<file path="config.mk">
export PLATFORM = sky130hd
export DESIGN_NAME = next_partial_permutation
export DESIGN_NICKNAME = d
export VERILOG_FILES = /design/src/design/npp_pkg.sv /design/src/design/npp_dp.sv /design/src/design/npp_ctrl.sv /design/src/design/next_partial_permutation.sv
export SDC_FILE = /design/constraint.sdc
export NUM_CORES = 1
export LEC_CHECK = 0
export ABC_AREA = 0
export BUFFER_PORTS_ARGS = -buffer_cell sky130_fd_sc_hd__buf_4
export CORE_UTILIZATION = 30
export DETAILED_ROUTE_END_ITERATION = 7
export PLACE_DENSITY_LB_ADDON = 0.05
export SKIP_CTS_REPAIR_TIMING = 1
export SYNTH_ARGS = -nofsm -noshare
export SYNTH_HDL_FRONTEND = slang
export SYNTH_HIERARCHICAL = 1
export SYNTH_SLANG_ARGS = --single-unit
</file>
<file path="constraint.sdc">
create_clock -name clk -period 13.9 [get_ports clk]
set_clock_uncertainty 0.2 [all_clocks]
set_input_delay 4.17 -clock clk [delete_from_list [all_inputs] [get_ports clk]]
set_output_delay 4.17 -clock clk [all_outputs]
set_load 0.1 [all_outputs]
</file>
<file path="src/design/npp_pkg.sv">
package npp_pkg;

	// Storage geometry
	localparam int DEPTH      = 16;
	localparam int VALUE_BITS = 8;
	localparam int IDX_W      = $clog2(DEPTH);
	localparam int PTR_W      = IDX_W + 1;

	// Port widths fixed by the interface
	localparam int CMD_W  = 2;
	localparam int SLOT_W = 4;
	localparam int DATA_W = 8;
	localparam int CFGI_W = 2;
	localparam int NL_W   = 8;
	localparam int ML_W   = 4;

	// Input commands
	localparam logic [CMD_W-1:0] CMD_WRITE   = 2'd0;
	localparam logic [CMD_W-1:0] CMD_READ    = 2'd1;
	localparam logic [CMD_W-1:0] CMD_ADVANCE = 2'd2;

	// Configuration register indexes
	localparam logic [CFGI_W-1:0] REG_MODE   = 2'd0;
	localparam logic [CFGI_W-1:0] REG_N_LAST = 2'd1;
	localparam logic [CFGI_W-1:0] REG_M_LAST = 2'd2;

	// Modes
	localparam logic MODE_PERM = 1'b0;
	localparam logic MODE_REP  = 1'b1;

	// Datapath operations
	typedef logic [4:0] op_t;
	localparam op_t OP_NOP   = 5'd0;
	localparam op_t OP_LOAD  = 5'd1;
	localparam op_t OP_WRITE = 5'd2;
	localparam op_t OP_READ  = 5'd3;
	localparam op_t OP_EMIT  = 5'd4;
	localparam op_t OP_PLDM  = 5'd5;
	localparam op_t OP_PSCAN = 5'd6;
	localparam op_t OP_SWAP2 = 5'd7;
	localparam op_t OP_PV0   = 5'd8;
	localparam op_t OP_PV    = 5'd9;
	localparam op_t OP_RVA   = 5'd10;
	localparam op_t OP_RVB   = 5'd11;
	localparam op_t OP_RVC   = 5'd12;
	localparam op_t OP_Q0    = 5'd13;
	localparam op_t OP_QS    = 5'd14;
	localparam op_t OP_R2I   = 5'd15;
	localparam op_t OP_OI    = 5'd16;
	localparam op_t OP_OS    = 5'd17;
	localparam op_t OP_OC    = 5'd18;

	typedef logic [VALUE_BITS-1:0] val_t;

	typedef struct packed {
		op_t  op;
		logic set_adv;
	} dp_cmd_t;

	typedef struct packed {
		logic [CMD_W-1:0] cmd;
		logic             mode;
		logic             out_free;
		logic             a_gt_n;
		logic             gt;
		logic             lt;
		logic             ne;
		logic             a_zero;
		logic             n_zero;
		logic             lo_lt_hi;
		logic             clr_end;
	} dp_sts_t;

endpackage

</file>
<file path="src/design/npp_dp.sv">
module npp_dp (
	input  logic                          clk,
	input  logic                          arst_n,
	input  logic                          cfg_we,
	input  logic [npp_pkg::CFGI_W-1:0]    cfg_index,
	input  logic [npp_pkg::DATA_W-1:0]    cfg_data,
	input  logic [npp_pkg::CMD_W-1:0]     command,
	input  logic [npp_pkg::SLOT_W-1:0]    slot,
	input  logic [npp_pkg::DATA_W-1:0]    value,
	input  logic                          out_ready,
	input  npp_pkg::dp_cmd_t              cmd,
	output npp_pkg::dp_sts_t              sts,
	output logic                          out_valid,
	output logic [npp_pkg::DATA_W-1:0]    read_value,
	output logic                          advanced
);
	import npp_pkg::*;

	// Configuration
	logic            mode_q;
	logic [NL_W-1:0] n_last_q;
	logic [ML_W-1:0] m_last_q;

	// Latched item
	logic [CMD_W-1:0]  cmd_q;
	logic [SLOT_W-1:0] slot_q;
	logic [DATA_W-1:0] value_q;

	// Arrangement store
	val_t mem_q [DEPTH];

	// Work registers
	logic [PTR_W-1:0] a_q;
	logic [PTR_W-1:0] b_q;
	logic [IDX_W-1:0] piv_q;
	val_t             key_q;
	val_t             t_q;
	logic             adv_q;
	logic [DATA_W-1:0] rd_q;

	// Result register
	logic              out_valid_q;
	logic [DATA_W-1:0] read_value_q;
	logic              advanced_q;

	logic [IDX_W-1:0] n_eff;
	logic [IDX_W-1:0] m_eff;
	logic [IDX_W-1:0] m_rep;
	logic [IDX_W-1:0] start;
	logic [IDX_W-1:0] slot_idx;
	logic             slot_ok;
	logic [IDX_W-1:0] ra;
	val_t             rdata;
	logic             we;
	logic [IDX_W-1:0] wa;
	val_t             wd;

	// Clamp the configured bounds
	always_comb begin
		n_eff = (32'(n_last_q) > DEPTH - 1) ? IDX_W'(DEPTH - 1) : IDX_W'(n_last_q);
		m_eff = (32'(m_last_q) > 32'(n_eff)) ? n_eff : IDX_W'(m_last_q);
		m_rep = (32'(m_last_q) > DEPTH - 1) ? IDX_W'(DEPTH - 1) : IDX_W'(m_last_q);
		start = (m_eff < n_eff) ? m_eff : n_eff - IDX_W'(1);
		slot_idx = slot_q[IDX_W-1:0];
		slot_ok  = (32'(slot_q) < DEPTH);
	end

	// Select the single read address
	always_comb begin
		if (cmd.op == OP_READ)
			ra = slot_idx;
		else if (cmd.op == OP_PLDM)
			ra = m_eff;
		else if (cmd.op == OP_PV0)
			ra = n_eff;
		else if (cmd.op == OP_RVB)
			ra = b_q[IDX_W-1:0];
		else if (cmd.op inside {OP_PSCAN, OP_PV, OP_RVA, OP_QS, OP_OS})
			ra = a_q[IDX_W-1:0];
		else
			ra = '0;
		rdata = mem_q[ra];
	end

	// Status back to the controller
	always_comb begin
		sts.cmd      = cmd_q;
		sts.mode     = mode_q;
		sts.out_free = !out_valid_q || out_ready;
		sts.a_gt_n   = a_q > PTR_W'(n_eff);
		sts.gt       = rdata > key_q;
		sts.lt       = rdata < t_q;
		sts.ne       = 16'(rdata) != 16'(n_last_q);
		sts.a_zero   = a_q == '0;
		sts.n_zero   = n_eff == '0;
		sts.lo_lt_hi = a_q < b_q;
		sts.clr_end  = b_q > PTR_W'(m_rep);
	end

	// Single write port
	always_comb begin
		we = 1'b0;
		wa = '0;
		wd = '0;
		case (cmd.op)
			OP_WRITE: begin
				we = slot_ok;
				wa = slot_idx;
				wd = VALUE_BITS'(value_q);
			end
			OP_PSCAN: begin
				we = !sts.a_gt_n && sts.gt;
				wa = m_eff;
				wd = rdata;
			end
			OP_SWAP2: begin
				we = 1'b1;
				wa = a_q[IDX_W-1:0];
				wd = key_q;
			end
			OP_RVB: begin
				we = 1'b1;
				wa = a_q[IDX_W-1:0];
				wd = rdata;
			end
			OP_RVC: begin
				we = 1'b1;
				wa = b_q[IDX_W-1:0];
				wd = t_q;
			end
			OP_QS: begin
				we = sts.gt;
				wa = piv_q;
				wd = rdata;
			end
			OP_OS: begin
				we = sts.ne;
				wa = a_q[IDX_W-1:0];
				wd = rdata + val_t'(1);
			end
			OP_OC: begin
				we = !sts.clr_end;
				wa = b_q[IDX_W-1:0];
				wd = '0;
			end
			default: begin
				we = 1'b0;
			end
		endcase
	end

	always_ff @(posedge clk) begin
		if (we)
			mem_q[wa] <= wd;
	end

	// Configuration and result handshake
	always_ff @(posedge clk or negedge arst_n) begin
		if (!arst_n) begin
			mode_q      <= MODE_PERM;
			n_last_q    <= NL_W'(15);
			m_last_q    <= ML_W'(15);
			out_valid_q <= 1'b0;
		end else begin
			if (cfg_we) begin
				case (cfg_index)
					REG_MODE:   mode_q   <= cfg_data[0];
					REG_N_LAST: n_last_q <= NL_W'(cfg_data);
					REG_M_LAST: m_last_q <= ML_W'(cfg_data);
					default:    mode_q   <= mode_q;
				endcase
			end
			if (cmd.op == OP_EMIT)
				out_valid_q <= 1'b1;
			else if (out_ready)
				out_valid_q <= 1'b0;
		end
	end

	// Work registers
	always_ff @(posedge clk) begin
		if (cmd.set_adv)
			adv_q <= 1'b1;
		case (cmd.op)
			OP_LOAD: begin
				cmd_q   <= command;
				slot_q  <= slot;
				value_q <= value;
				adv_q   <= 1'b0;
				rd_q    <= '0;
			end
			OP_READ: begin
				rd_q <= slot_ok ? DATA_W'(rdata) : '0;
			end
			OP_EMIT: begin
				read_value_q <= rd_q;
				advanced_q   <= adv_q;
			end
			OP_PLDM: begin
				key_q <= rdata;
				a_q   <= PTR_W'(m_eff) + PTR_W'(1);
			end
			OP_PSCAN: begin
				if (!sts.a_gt_n && !sts.gt)
					a_q <= a_q + PTR_W'(1);
			end
			OP_PV0: begin
				t_q <= rdata;
				a_q <= PTR_W'(start);
			end
			OP_PV: begin
				if (sts.lt) begin
					piv_q <= a_q[IDX_W-1:0];
					key_q <= rdata;
					a_q   <= PTR_W'(m_eff) + PTR_W'(1);
					b_q   <= PTR_W'(n_eff);
				end else begin
					t_q <= rdata;
					a_q <= a_q - PTR_W'(1);
				end
			end
			OP_RVA: begin
				t_q <= rdata;
			end
			OP_RVC: begin
				a_q <= a_q + PTR_W'(1);
				b_q <= b_q - PTR_W'(1);
			end
			OP_Q0: begin
				a_q <= PTR_W'(n_eff);
			end
			OP_QS: begin
				if (!sts.gt)
					a_q <= a_q - PTR_W'(1);
			end
			OP_R2I: begin
				a_q <= PTR_W'(piv_q) + PTR_W'(1);
				b_q <= PTR_W'(n_eff);
			end
			OP_OI: begin
				a_q <= PTR_W'(m_rep);
			end
			OP_OS: begin
				if (sts.ne)
					b_q <= a_q + PTR_W'(1);
				else
					a_q <= a_q - PTR_W'(1);
			end
			OP_OC: begin
				if (!sts.clr_end)
					b_q <= b_q + PTR_W'(1);
			end
			default: begin
				t_q <= t_q;
			end
		endcase
	end

	assign out_valid  = out_valid_q;
	assign read_value = read_value_q;
	assign advanced   = advanced_q;

endmodule

</file>
<file path="src/design/npp_ctrl.sv">
module npp_ctrl (
	input  logic             clk,
	input  logic             arst_n,
	input  logic             in_valid,
	output logic             in_ready,
	input  npp_pkg::dp_sts_t sts,
	output npp_pkg::dp_cmd_t cmd
);
	import npp_pkg::*;

	localparam logic [4:0] S_IDLE  = 5'd0;
	localparam logic [4:0] S_DISP  = 5'd1;
	localparam logic [4:0] S_WR    = 5'd2;
	localparam logic [4:0] S_RD    = 5'd3;
	localparam logic [4:0] S_FIN   = 5'd4;
	localparam logic [4:0] S_PLDM  = 5'd5;
	localparam logic [4:0] S_PSCAN = 5'd6;
	localparam logic [4:0] S_PSW2  = 5'd7;
	localparam logic [4:0] S_PV0   = 5'd8;
	localparam logic [4:0] S_PV    = 5'd9;
	localparam logic [4:0] S_R1A   = 5'd10;
	localparam logic [4:0] S_R1B   = 5'd11;
	localparam logic [4:0] S_R1C   = 5'd12;
	localparam logic [4:0] S_Q0    = 5'd13;
	localparam logic [4:0] S_QS    = 5'd14;
	localparam logic [4:0] S_QSW   = 5'd15;
	localparam logic [4:0] S_R2I   = 5'd16;
	localparam logic [4:0] S_R2A   = 5'd17;
	localparam logic [4:0] S_R2B   = 5'd18;
	localparam logic [4:0] S_R2C   = 5'd19;
	localparam logic [4:0] S_OI    = 5'd20;
	localparam logic [4:0] S_OS    = 5'd21;
	localparam logic [4:0] S_OC    = 5'd22;

	logic [4:0] state_q;
	logic [4:0] state_d;

	// Next state and datapath command
	always_comb begin
		state_d     = state_q;
		cmd.op      = OP_NOP;
		cmd.set_adv = 1'b0;
		in_ready    = 1'b0;
		case (state_q)
			S_IDLE: begin
				in_ready = 1'b1;
				if (in_valid) begin
					cmd.op  = OP_LOAD;
					state_d = S_DISP;
				end
			end
			S_DISP: begin
				case (sts.cmd)
					CMD_WRITE:   state_d = S_WR;
					CMD_READ:    state_d = S_RD;
					CMD_ADVANCE: state_d = (sts.mode == MODE_REP) ? S_OI : S_PLDM;
					default:     state_d = S_FIN;
				endcase
			end
			S_WR: begin
				cmd.op  = OP_WRITE;
				state_d = S_FIN;
			end
			S_RD: begin
				cmd.op  = OP_READ;
				state_d = S_FIN;
			end
			S_FIN: begin
				if (sts.out_free) begin
					cmd.op  = OP_EMIT;
					state_d = S_IDLE;
				end
			end
			// Look for a larger element in the tail to swap into the last prefix slot
			S_PLDM: begin
				cmd.op  = OP_PLDM;
				state_d = S_PSCAN;
			end
			S_PSCAN: begin
				cmd.op = OP_PSCAN;
				if (sts.a_gt_n)
					state_d = S_PV0;
				else if (sts.gt)
					state_d = S_PSW2;
			end
			S_PSW2: begin
				cmd.op      = OP_SWAP2;
				cmd.set_adv = 1'b1;
				state_d     = S_FIN;
			end
			// Search the pivot as if the tail were already reversed
			S_PV0: begin
				cmd.op  = OP_PV0;
				state_d = sts.n_zero ? S_FIN : S_PV;
			end
			S_PV: begin
				cmd.op = OP_PV;
				if (sts.lt)
					state_d = S_R1A;
				else if (sts.a_zero)
					state_d = S_FIN;
			end
			// Reverse the tail
			S_R1A: begin
				cmd.op  = OP_RVA;
				state_d = sts.lo_lt_hi ? S_R1B : S_Q0;
			end
			S_R1B: begin
				cmd.op  = OP_RVB;
				state_d = S_R1C;
			end
			S_R1C: begin
				cmd.op  = OP_RVC;
				state_d = S_R1A;
			end
			// Find the rightmost element above the pivot and swap
			S_Q0: begin
				cmd.op  = OP_Q0;
				state_d = S_QS;
			end
			S_QS: begin
				cmd.op = OP_QS;
				if (sts.gt)
					state_d = S_QSW;
			end
			S_QSW: begin
				cmd.op  = OP_SWAP2;
				state_d = S_R2I;
			end
			// Reverse everything right of the pivot
			S_R2I: begin
				cmd.op      = OP_R2I;
				cmd.set_adv = 1'b1;
				state_d     = S_R2A;
			end
			S_R2A: begin
				cmd.op  = OP_RVA;
				state_d = sts.lo_lt_hi ? S_R2B : S_FIN;
			end
			S_R2B: begin
				cmd.op  = OP_RVB;
				state_d = S_R2C;
			end
			S_R2C: begin
				cmd.op  = OP_RVC;
				state_d = S_R2A;
			end
			// Odometer: bump the rightmost non-maximal digit, then clear to its right
			S_OI: begin
				cmd.op  = OP_OI;
				state_d = S_OS;
			end
			S_OS: begin
				cmd.op = OP_OS;
				if (sts.ne) begin
					cmd.set_adv = 1'b1;
					state_d     = S_OC;
				end else if (sts.a_zero) begin
					state_d = S_FIN;
				end
			end
			S_OC: begin
				cmd.op = OP_OC;
				if (sts.clr_end)
					state_d = S_FIN;
			end
			default: begin
				state_d = S_IDLE;
			end
		endcase
	end

	always_ff @(posedge clk or negedge arst_n) begin
		if (!arst_n)
			state_q <= S_IDLE;
		else
			state_q <= state_d;
	end

`ifndef SYNTHESIS
	a_accept_dispatch: assert property (@(posedge clk) disable iff (!arst_n)
		(in_valid && in_ready) |=> (state_q == S_DISP))
		else $error("accepted transfer not dispatched");

	a_emit_free: assert property (@(posedge clk) disable iff (!arst_n)
		(cmd.op == OP_EMIT) |-> sts.out_free)
		else $error("result emitted over a pending transfer");

	a_adv_only_advance: assert property (@(posedge clk) disable iff (!arst_n)
		cmd.set_adv |-> (sts.cmd == CMD_ADVANCE))
		else $error("advanced flag set by a non-advance command");
`endif

endmodule

</file>
<file path="src/design/next_partial_permutation.sv">
// Channel | Signals                              | Direction
// in      | in_valid, in_ready, command/slot/value | item in
// out     | out_valid, out_ready, read_value/advanced | result out
// cfg     | cfg_we, cfg_index, cfg_data          | register write
//
// Write and read each pass through a slot access state before the result; cmd 3 goes straight to it.
// Advance walks the slot store through its single read and single write port:
// permutation mode scans, swaps and reverses runs of slots; odometer mode bumps and clears digits.
// A finished result waits in the output register; the next item is taken meanwhile.
// Asynchronous active-low reset loads the register defaults; slots are undefined
// until written.
module next_partial_permutation (
	input  logic                          clk,
	input  logic                          arst_n,
	input  logic                          cfg_we,
	input  logic [npp_pkg::CFGI_W-1:0]    cfg_index,
	input  logic [npp_pkg::DATA_W-1:0]    cfg_data,
	input  logic                          in_valid,
	output logic                          in_ready,
	input  logic [npp_pkg::CMD_W-1:0]     command,
	input  logic [npp_pkg::SLOT_W-1:0]    slot,
	input  logic [npp_pkg::DATA_W-1:0]    value,
	output logic                          out_valid,
	input  logic                          out_ready,
	output logic [npp_pkg::DATA_W-1:0]    read_value,
	output logic                          advanced
);
	import npp_pkg::*;

	dp_cmd_t dp_cmd;
	dp_sts_t dp_sts;

	// Sequence the work
	npp_ctrl u_ctrl (
		.clk      (clk),
		.arst_n   (arst_n),
		.in_valid (in_valid),
		.in_ready (in_ready),
		.sts      (dp_sts),
		.cmd      (dp_cmd)
	);

	// Hold slots, registers and results
	npp_dp u_dp (
		.clk        (clk),
		.arst_n     (arst_n),
		.cfg_we     (cfg_we),
		.cfg_index  (cfg_index),
		.cfg_data   (cfg_data),
		.command    (command),
		.slot       (slot),
		.value      (value),
		.out_ready  (out_ready),
		.cmd        (dp_cmd),
		.sts        (dp_sts),
		.out_valid  (out_valid),
		.read_value (read_value),
		.advanced   (advanced)
	);

endmodule

</file>
== Word-level counts from Yosys, hierarchy flattened ==
Memory sizes are Yosys's and may differ from the RTL's.
Index checks and enable logic that the tools add are counted.
Widths: inputs -> output; s select.
Storage, ports and cells
  register bits: 81
  bits in writable memories: 128
  output and inout bits: 11
  word-level logic and storage cells: 181
  memories kept: 1
Cells by class
  $add $sub $neg: 8
  order comparisons: 8
  eq/ne operators: 57
  mux-type cells: 50
  reductions and logical operators: 40
Memories
  u_dp.mem_q: depth 16, bits a word 8, rd ports 1, clocked after Yosys merged registers in 0, wr ports 1, RTL line npp_dp.sv:30  | val_t mem_q [DEPTH];
Operator list (count)
  $pmux 5 s20: 1
  $mux 5: 18
  $pmux 5 s18: 1
  $eq 5x4->1 const B: 16
  $eq 5x5->1 const B: 10
  $pmux 5 s10: 1
  $pmux 8 s2: 3
  $eq 5x3->1 const B: 8
  $pmux 8 s5: 1
  $mux 4: 9
  $pmux 5 s5: 1
  $eq 5x2->1 const B: 4
  $pmux 4 s5: 1
  $ne 2x2->1 const B: 9
  $mux 8: 2
  $reduce_or 2->1: 8
  $pmux 5 s3: 1
  $reduce_and 2->1: 6
  $add 4x1->5 const B: 2
  $add 5x1->5 const B: 2
  $eq 5x1->1 const B: 2
  $gt 5x4->1: 2
  $logic_not 5->1: 2
  $reduce_bool 10->1: 1
  29 further kinds: 52

== Longest topological paths before layout ==
Gate-level depths: netlist of run 1.
An unclocked memory read counts as a cell.
  depth in word-level cells: 17
  gate-level depth with buffers: 33
  depth with buffers taken out: 28

== By module ==
Netlist of run 1, hierarchy kept.
Modules (own cells, without submodules)
  npp_dp: instances 1, cells each 1003, area an instance 11448.5 um^2
  npp_ctrl: instances 1, cells each 118, area an instance 854.6 um^2

== Least setup slack after synthesis of run 1 ==
Ideal clock, no wire load.
  path type: in2reg
  start: in out_ready
  end: mem u_dp/mem_q[10][0] (netlist bit) (enable)
  arrival: 9227 ps
  slack: 4165 ps
  stages: 26
  buffers on the path: 3
  path through: nand2b_1 > nor4_1 > a21oi_1 > o211a_1 > or4_1 > o221a_2 > nor2_1 > buf_6 > buf_2 > mux2_2 > o21ai_0 > o21ai_0 > a21oi_1 > inv_1 > ha_1 > nor2b_1 > o21a_1 > o21ai_0 > nand2b_1 > a21oi_1 > o21ai_0 > o21ai_0 > nor2_1 > nor2_1 > clkbuf_1 > a21oi_1
RTL lines
  from (decl): RTL line next_partial_permutation.sv:24  | input logic out_ready,
  to (decl): RTL line npp_dp.sv:30

==> results of run 1 <==
-- worst max-delay path: cells and delay by family --
| kind | cells | cell delay, ns |
|---|---|---|
| AO/OA/AOI/OAI | 11 | 2.91 |
| AND/OR/NAND/NOR | 9 | 2.28 |
| buffers and inverters | 4 | 1.13 |
| multiplexers | 2 | 0.38 |
| adder cells (fa/ha/maj) | 1 | 0.36 |
-- routing by layer --
| metal | up-vias | share of wire, % | global-route usage [%] |
|---|---|---|---|
| li1 | 4322 | - | - |
| met2 | 228 | 47 | 33.6 |
| met5 | - | 0 | 0 |
| met3 | 63 | 4.0 | 2.83 |
| met1 | 4629 | 46 | 28.0 |
| met4 | 0 | 3.0 | 6.50 |
-- sequential cells by signal, indices dropped and copies added (netlist names), 2 cells and up --
name and flops:
u_ctrl/state_q 5, u_dp/mem_q 128, u_dp/piv_q 4, u_dp/read_value 8, u_dp/rd_q 8, u_dp/n_last_q 8, u_dp/m_last_q 4, u_dp/slot_idx 4
u_dp/cmd_q 2, u_dp/t_q 8, u_dp/value_q 8, u_dp/a_q 5, u_dp/b_q 5, u_dp/key_q 8
-- cells by family (layout without fill, tap and decap cells) --
logic type      count (synthesis)  count (layout)
fa+ha+maj                      40              40
buf+inv                       120             167
xor+xnor                       25              25
simple gates                  370             370
compound gates                273             273
flops                         209             209
mux                            84              84
-- layout make-up --
cell class	count	area, µm²	area share, %
sequential	209	6180	44.3
timing repair buffer	66	495	3.55
inverter	56	210	1.51
multi-input combinational	792	5600	40.2
clock buffer	31	648	4.65
tap	525	657	4.71
clock inverter	14	154	1.10
-- synthesized netlist by cell type, types with 6 or more instances --
cell,number,area [µm²]
a21o_1,9,67.6
a221oi_1,10,87.6
o21ai_0,39,195
inv_1,50,188
nor2b_1,15,93.8
ha_1,38,475
a2111oi_0,7,61.3
nand2_1,102,383
xnor2_1,14,123
and3_1,12,75.1
mux2_2,24,270
a31oi_1,8,50.1
nand2b_1,23,144
nor2_1,77,289
mux2i_1,55,551
o22ai_1,9,56.3
buf_6,10,113
inv_2,6,22.5
nand3_1,41,205
nand4_1,9,56.3
edfxtp_1,189,5680
a22o_1,6,52.6
clkbuf_1,26,97.6
dfstp_2,8,210
nor4_1,11,68.8
or3_1,6,37.5
nor3_1,21,105
nand3b_1,8,60.1
a22oi_1,12,90.1
xor2_1,11,96.3
and2_1,6,37.5
buf_2,16,80.1
buf_4,8,60.1
dfrtp_1,11,275
o211ai_1,15,113
o221ai_1,12,105
o21ai_1,7,35.0
a21oi_1,68,340
-- through the flow --
stage | instances | instance area [µm²] | setup WS, ns
final | 1693 | 13900 | 2.59
after CTS | 1693 | 13900 | 2.66
after global placement | 1648 | 13100 | 2.22
after floorplan | 1121 | 12300 | 4.17
after global routing | 1693 | 13900 | 2.10
after detailed placement | 1648 | 13100 | 2.09
-- path summary, 6_finish.rpt --
kind / from / endpoint / slack (ns) / cells past startpoint
setup / recovery: out_ready / u_dp/mem_q[12][1] / 2.59 / 27
hold / removal: u_dp/rd_q[0] / u_dp/read_value[0] / 0.22 / 0
setup reg to reg: u_ctrl/state_q[2] / u_dp/mem_q[12][0] / 5.27 / 26
hold reg to reg: u_dp/rd_q[0] / u_dp/read_value[0] / 0.22 / 0
max in group asynchronous: arst_n / u_dp/n_last_q[0] / 9.93 / 1
min in group asynchronous: arst_n / u_dp/n_last_q[5] / 3.29 / 1
==> summary.md, run 1 <==
| Metric | Value |
|---|---|
| Largest net degree at the start of global routing | `35` |
| Fillers | `4005` |
| Worst slew margin | `25.3%` |
| TritonCTS buffer count | `25` |
| Xor/xnor share of the synthesized area | `1.78%` |
| IO Pins | `40` |
| Synth cell types | `112` |
| Detailed Route Iter0 Violations | `782` |
| CP Max Fanout | `32` |
| Post-Route WL | `42.6 mm` |
| Chip Height | `205 µm` |
| Worst EP arrival | `11.29 ns` |
| Mux share of post-synthesis cell area | `7.33%` |
| Tightest Pin Transition | `1.12 ns` |
| Data required, critical path | `13.88 ns` |
| Antenna Cells | `0` |
| Core region area | `40100 µm²` |
| RSZ-0062 raised after global routing | `no` |
| Share of layout cells above drive strength 1 | `16.5%` |
| Seq/Total Area, Yosys | `50.2%` |
| Setup TNS | `0 ns` |
| Number of antenna violations at the first check in global routing | `0` |
| Synth Area in Simple Gates | `15.7%` |
| Antenna-violating nets left | `0` |
| Buffer depth of the longest clock path | `3` |
| Routed len/inst | `25.2 µm` |
| CTS tree | `yes` |
| Commonest non-fill, non-tap cell in the layout | `edfxtp_1` |
| Worst Setup End Kind | `flop` |
| Post-synthesis cell area | `12300 µm²` |
| DRC Markers | `0` |
| Most frequent cells in the layout | `edfxtp_1, nand2_1, nor2_1, a21oi_1, buf_4` |
| Clk sinks | `209` |
| Min cycle time layout | `11.31 ns` |
| Die width | `205 µm` |
| Vias per cell | `5.46` |
| Root Driver | `clkbuf_16` |
| Die area | `41800 µm²` |
| Final setup viols | `0` |
| Post-Synth Adder-Cell Area | `4.11%` |
| DR pass1 iterations | `5` |
| Peak Freq | `0.0884 GHz` |
| Final period util | `81.4%` |
| CTS H-tree depth | `1` |
| I/O Buffers | `39` |
| Later-pin clock latency in the skew report | `0.56 ns` |
| Clock-pin slew on the worst setup and hold paths | `0.06 ns` |
| Cells after Synth | `1121` |
| Number of enable flip-flop cells after synthesis | `189` |
| Worst Hold Class | `reg -> reg` |
| Mapped Avg Cell Area | `11.0 µm²` |
| Nets | `1218` |
| Crit-path max cell delay | `0.69 ns` |
| Largest family of logic cells by synthesized area | `compound AO/OA/AOI/OAI gates` |
| Synth Area in Compound Gates | `16.2%` |
| First-pass GRT wire length | `63.1 mm` |
| CP startpoint kind | `input pin` |
| Max Cap Viol | `0` |
| Syn_nets | `1189` |
| Num rows | `73` |
| Number of synthesized register bits | `209` |
| Routed via count | `9242` |
| Placer Congestion | `0.877` |
| Fin Hold WS | `0.221 ns` |
| Slowest cell on crit path | `or4_1` |
| Layout area overhead | `13.4%` |
| Kind of critical path | `in -> reg` |
| Final Hold Viols | `0` |
| Total GRT Usage | `20.6%` |
| Most Frequent Cell on Critical Path | `a21oi_1` |
| Starting Density | `30.7%` |
| Final Util | `34.8%` |
| Top_reg_cell synth | `edfxtp_1` |
| Grt ovf | `0` |
| Vias in the first global route | `9409` |
| Outcome | `complete, no violations` |
| Slew Limit Fails | `0` |
| Synth async-reset ratio | `9.09%` |
| HPWL Detailed | `30.6 mm` |
| Syn. warnings | `6` |
Power of run 1 is left out: the tool's default activity adds up to more than one toggle a clock period on the data nets, which glitch-free logic cannot reach.
==> run 2: changes to the inputs <==
Clock period 13.9 ns to 10.2 ns, I/O delays scaled along.
==> run 2 against run 1 <==
  * Global-route usage decreased by 0.81 points
  * Count of clock-buffer cells in the layout is 2 higher
  * Core utilization up 0.80 points
  * Sequential cell count unchanged
  * Setup slack lost 1.7 ns
  * Hold slack got worse by 0.0052 ns
  * Critical path depth rose by 3
  * Die area unchanged
  * Wire length shrank 4.3%
  * Final cell count up 2.3%
  * Sequential share of layout area decreased by 1.0 points
  * Largest cell class unchanged
  * Highest routed layer unchanged
==> summary.md, run 2 (synthesized netlist as in run 1, its figures left out) <==
| Metric | Value |
|---|---|
| Outcome | `complete, no violations` |
| Largest net degree at the start of global routing | `27 (-23%)` |
| Slowest cell on crit path | `a2111oi_0` |
| Clock-pin slew on the worst setup and hold paths | `0.06 ns (about the same)` |
| Slew Limit Fails | `0 (unchanged)` |
| Worst EP arrival | `9.34 ns (-1.95 ns)` |
| Layout area overhead | `16.0%` |
| Post-Route WL | `40.8 mm (-4.3%)` |
| Nets | `1257 (+3.2%)` |
| DP Area | `13400 µm² (+2.0%)` |
| Reg with most FFs | `u_dp/mem_q` |
| Antenna Cells | `0 (unchanged)` |
| Routed via count | `9287 (+0.49%)` |
| DR pass1 iterations | `5 (unchanged)` |
| Routed len/inst | `23.5 µm (-6.4%)` |
| Final period util | `91.4%` |
| Hold-critical path depth | `0 (unchanged)` |
| CP Max Fanout | `26 (-19%)` |
| Data required, critical path | `10.21 ns (-3.67 ns)` |
| Buffer depth of the longest clock path | `3 (unchanged)` |
| Crit-path max cell delay | `0.53 ns (-0.16 ns)` |
| Min cycle time layout | `9.33 ns` |
| Worst slew margin | `20.6% (-4.7 points)` |
| Fillers | `3978 (-0.67%)` |
| Clk sinks | `209 (unchanged)` |
| Chip Height | `205 µm (unchanged)` |
| Worst Setup End Kind | `flop` |
| Worst Hold Class | `reg -> reg` |
| Final setup viols | `0 (unchanged)` |
| Fin area | `14300 µm² (+2.3%)` |
| Commonest non-fill, non-tap cell in the layout | `edfxtp_1` |
| Antenna-violating nets left | `0 (unchanged)` |
| Root Driver | `clkbuf_16` |
| HPWL Detailed | `29.3 mm (-4.1%)` |
| I/O Buffers | `39 (unchanged)` |
| Placed Cells | `1685 (+2.2%)` |
| CP startpoint kind | `input pin` |
| Setup TNS | `0 ns (unchanged)` |
| Most Frequent Cell on Critical Path | `a21oi_1` |
| DRC Markers | `0 (unchanged)` |
| Vias in the first global route | `9261 (-1.6%)` |
| Later-pin clock latency in the skew report | `0.58 ns (+0.02 ns)` |
| Total GRT Usage | `19.7% (-0.81 points)` |
| Most frequent cells in the layout | `edfxtp_1, buf_4, nand2_1, nor2_1, a21oi_1` |
| CTS H-tree depth | `1 (unchanged)` |
| IO Pins | `40 (unchanged)` |
| Family with the most delay on the worst path | `compound AO/OA/AOI/OAI gates` |
| Number of antenna violations at the first check in global routing | `0 (unchanged)` |
| Grt ovf | `0 (unchanged)` |
| TritonCTS buffer count | `27 (+8.0%)` |
| Final Hold Viols | `0 (unchanged)` |
| Share of layout cells above drive strength 1 | `18.4% (+1.9 points)` |
| Num rows | `73 (unchanged)` |
| CTS tree | `yes` |
| Worst path bufs/invs | `4 (unchanged)` |
| First-pass GRT wire length | `61.2 mm (-3.1%)` |
| Non-Filler Instances | `1732 (+2.3%)` |
| Tightest Pin Transition | `1.19 ns (+0.0698 ns)` |
| Kind of critical path | `in -> reg` |
| Die area | `41800 µm² (unchanged)` |
| Die width | `205 µm (unchanged)` |
| Vias per cell | `5.36 (-1.8%)` |
| RSZ-0062 raised after global routing | `no` |
| Core region area | `40100 µm² (unchanged)` |
| Starting Density | `30.7% (unchanged)` |
| Reg2Reg Depth | `28 (+7.7%)` |
| Placer Congestion | `0.876 (-0.14%)` |
| Detailed Route Iter0 Violations | `880 (+13%)` |
| CP Depth | `30 (+11%)` |
| Final Util | `35.6% (+0.80 points)` |
| Max reg flops | `128 (unchanged)` |
| Peak Freq | `0.107 GHz` |
| Max Cap Viol | `0 (unchanged)` |
-- run 2: changes by cell type in the layout (fill, tap and decap cells not counted), moves of 4 or more --
cell	change
buf_4	+36
clkinv_1	+4
clkinvlp_4	-4
o21ai_1	+5
o21ai_2	-5
-- run 2: worst paths after layout --
kind,startpoint,endpoint,slack [ns]
hold reg to reg,u_dp/rd_q[1],u_dp/read_value[1],0.22
setup reg to reg,u_dp/n_last_q[4],u_dp/a_q[3],2.22
hold / removal,u_dp/rd_q[1],u_dp/read_value[1],0.22
max in group asynchronous,arst_n,u_dp/m_last_q[3],7.36
min in group asynchronous,arst_n,u_ctrl/state_q[4],2.16
setup / recovery,in_valid,u_dp/a_q[3],0.87
-- run 2: per-stage QoR --
stage / worst slack, ns / hold WS [ns]
6_report: 0.874 / 0.216
5_1_grt: 0.423 / 0.227
4_1_cts: 1.03 / 0.218
3_5_place_dp: 0.412 / 0.205
3_3_place_gp: 0.518 / 0.203
2_1_floorplan: 1.58 / 0.200
-- run 2: layout make-up --
class | instances | area [µm²] | area share (%)
clock inverters | 14 | 156 | 1.10
multi-input cells | 792 | 5580 | 39.1
repair buffers | 103 | 786 | 5.51
flip-flops and latches | 209 | 6180 | 43.3
clock buffers | 33 | 698 | 4.89
well taps | 525 | 657 | 4.60
inverters | 56 | 210 | 1.47
-- run 2: routing by layer --
metal	vias to the layer above	part of all wire (%)	global-route usage (%)
li1	4409	-	-
met1	4583	47	27.5
met2	243	46	31.8
met3	52	4.0	2.61
met4	0	2.7	5.70
met5	-	0	0
Power of run 2 is left out for the same reason.
==> run 3: changes to the inputs <==
Settings changed: CORE_ASPECT_RATIO set to 1.5.
==> run 3 against run 2 <==
  * Fmax increased by 1.1%
  * Count of clock-buffer cells in the layout fell by 4
  * Largest cell class unchanged
  * Highest routed layer unchanged
  * Setup slack better by 0.10 ns
  * Register-to-register slack improved by 0.19 ns
  * Critical endpoint is now u_dp/a_q[4]
==> summary.md, run 3 (synthesized netlist as in run 1, its figures left out) <==
| Metric | Value |
|---|---|
| Worst EP arrival | `9.29 ns (-0.05 ns)` |
| Num rows | `90 (+23%)` |
| Total GRT Usage | `20.4% (+0.65 points)` |
| Final Hold Viols | `0 (unchanged)` |
| Worst Hold Class | `reg -> reg` |
| Worst path bufs/invs | `3 (-1)` |
| Worst r2r src | `u_dp/n_last_q[4]` |
| Max reg flops | `128 (unchanged)` |
| CTS H-tree depth | `1 (unchanged)` |
| Buffer depth of the longest clock path | `3 (unchanged)` |
| Die area | `41800 µm² (about the same)` |
| Later-pin clock latency in the skew report | `0.56 ns (-0.02 ns)` |
| Final setup viols | `0 (unchanged)` |
| Non-Filler Instances | `1711 (-1.2%)` |
| Nets | `1254 (-0.24%)` |
| Hold wc startpoint | `u_dp/rd_q[0]` |
| Setup TNS | `0 ns (unchanged)` |
| Reg2Reg Depth | `27 (-3.6%)` |
| Routed via count | `9342 (+0.59%)` |
| Worst slew margin | `21.8% (+1.2 points)` |
| Slowest cell on crit path | `a21boi_4` |
| First-pass GRT wire length | `62.7 mm (+2.6%)` |
| Clock-pin slew on the worst setup and hold paths | `0.06 ns (about the same)` |
| Antenna-violating nets left | `0 (unchanged)` |
| Outcome | `complete, no violations` |
| Detailed Route Iter0 Violations | `561 (-36%)` |
| RSZ-0062 raised after global routing | `no` |
| Commonest non-fill, non-tap cell in the layout | `edfxtp_1` |
| HPWL Detailed | `32.0 mm (+8.9%)` |
| Chip Height | `250 µm (+22%)` |
| CTS tree | `yes` |
| Tightest Pin Transition | `1.17 ns (-0.0209 ns)` |
| Layout area overhead | `15.5%` |
| Peak Freq | `0.108 GHz (+1.1%)` |
| R2R Path End | `u_dp/a_q[4]` |
| Starting Density | `30.5% (-0.16 points)` |
| IO Pins | `40 (unchanged)` |
| Min cycle time layout | `9.23 ns (-0.0996 ns)` |
| Placed Cells | `1665 (-1.2%)` |
| Worst Setup End Kind | `flop` |
| Most Frequent Cell on Critical Path | `a21oi_1` |
| Hold-critical path depth | `0 (unchanged)` |
| Fin Hold WS | `0.217 ns (+0.000385 ns)` |
| Antenna Cells | `0 (unchanged)` |
| Kind of critical path | `in -> reg` |
| DR pass1 iterations | `5 (unchanged)` |
| Share of layout cells above drive strength 1 | `18.6% (+0.20 points)` |
| Crit-path max cell delay | `0.70 ns (+0.17 ns)` |
| Vias in the first global route | `9542 (+3.0%)` |
| Max Cap Viol | `0 (unchanged)` |
| CP Max Fanout | `21 (-19%)` |
| Vias per cell | `5.46 (+1.8%)` |
| Post-Route WL | `42.7 mm (+4.7%)` |
| Die width | `167 µm (-18%)` |
| Clk sinks | `209 (unchanged)` |
| Final period util | `90.5% (-0.98 points)` |
| DRC Markers | `0 (unchanged)` |
| Data required, critical path | `10.26 ns (+0.05 ns)` |
| Largest net degree at the start of global routing | `35 (+30%)` |
| Reg with most FFs | `u_dp/mem_q` |
| Final Util | `35.2% (-0.34 points)` |
| R2r setup slk | `2.41 ns (+0.19 ns)` |
| I/O Buffers | `39 (unchanged)` |
| Grt ovf | `0 (unchanged)` |
| Slew Limit Fails | `0 (unchanged)` |
| TritonCTS buffer count | `25 (-7.4%)` |
| Routed len/inst | `25.0 µm (+6.0%)` |
| Family with the most delay on the worst path | `compound AO/OA/AOI/OAI gates` |
| Placer Congestion | `0.852 (-2.8%)` |
| CP startpoint kind | `input pin` |
| Core region area | `40300 µm² (+0.54%)` |
| Most frequent cells in the layout | `edfxtp_1, buf_4, nand2_1, nor2_1, a21oi_1` |
| Hold EP | `u_dp/read_value[0]` |
| Root Driver | `clkbuf_16` |
| Number of antenna violations at the first check in global routing | `0 (unchanged)` |
run 3: cell count changes in the layout (fill, tap and decap cells not counted), moves of 2 or more:
cell / previous run / this run
clkbuf_1: 6 / 4
clkbuf_16: 27 / 25
clkinv_1: 6 / 3
clkinv_2: 3 / 7
o21ai_0: 35 / 37
o21ai_1: 10 / 8
run 3: worst max-delay path by stage:
| stage | from | to | slack (ns) | cells past startpoint |
|---|---|---|---|---|
| after floorplan | out_ready | u_dp/mem_q[10][0] | 1.58 | 26 |
| after global placement | out_ready | u_dp/a_q[4] | 0.38 | 28 |
| after detailed placement | out_ready | u_dp/a_q[4] | 0.42 | 28 |
| after CTS | out_ready | u_dp/a_q[4] | 0.98 | 28 |
| after global routing | out_ready | u_dp/a_q[4] | 0.55 | 28 |
| final | in_valid | u_dp/a_q[4] | 0.97 | 30 |
run 3: metrics by stage:
stage	cell area (µm²)	setup slack, ns
after floorplan	12300	1.58
after global placement	13400	0.383
after detailed placement	13400	0.425
after CTS	14200	0.984
after global routing	14200	0.551
final	14200	0.974
run 3: worst register-to-register path, stage by stage, from the launching register on:
cell and delay (ns):
dfrtp_1 0.55, nor4_4 0.74, nand2b_1 0.40, inv_1 0.33, ha_1 0.34, and4_1 0.21
o22ai_1 0.42, a32oi_1 0.31, a21boi_4 0.73, mux2i_1 0.25, nand2_1 0.12, a21oi_1 0.09
a21oi_1 0.44, inv_1 0.23, ha_1 0.33, nor2b_1 0.13, o21a_1 0.16, o21ai_0 0.17
nand2b_1 0.08, a21oi_1 0.13, o21ai_0 0.07, o21ai_0 0.19, a21o_1 0.19, o211ai_1 0.09
a21oi_1 0.15, a21oi_1 0.06, a21oi_1 0.22, buf_4 0.19
run 3: final cells by class:
| cell class | instances | area [µm²] |
|---|---|---|
| fillers | 4047 | 26100 |
| flip-flops and latches | 209 | 6180 |
| multi-input cells | 792 | 5580 |
| repair buffers | 102 | 766 |
| clock buffers | 29 | 641 |
| well taps | 506 | 633 |
| inverters | 56 | 210 |
| clock inverters | 17 | 203 |
run 3: metal layers:
| metal | vias up | GRT usage, % | part of all wire, % |
|---|---|---|---|
| li1 | 4403 | - | - |
| met1 | 4638 | 22.5 | 39 |
| met2 | 228 | 39.6 | 55 |
| met3 | 73 | 1.90 | 3.0 |
| met4 | 0 | 7.89 | 3.5 |
| met5 | - | 0 | 0 |
Power of run 3 is left out for the same reason.
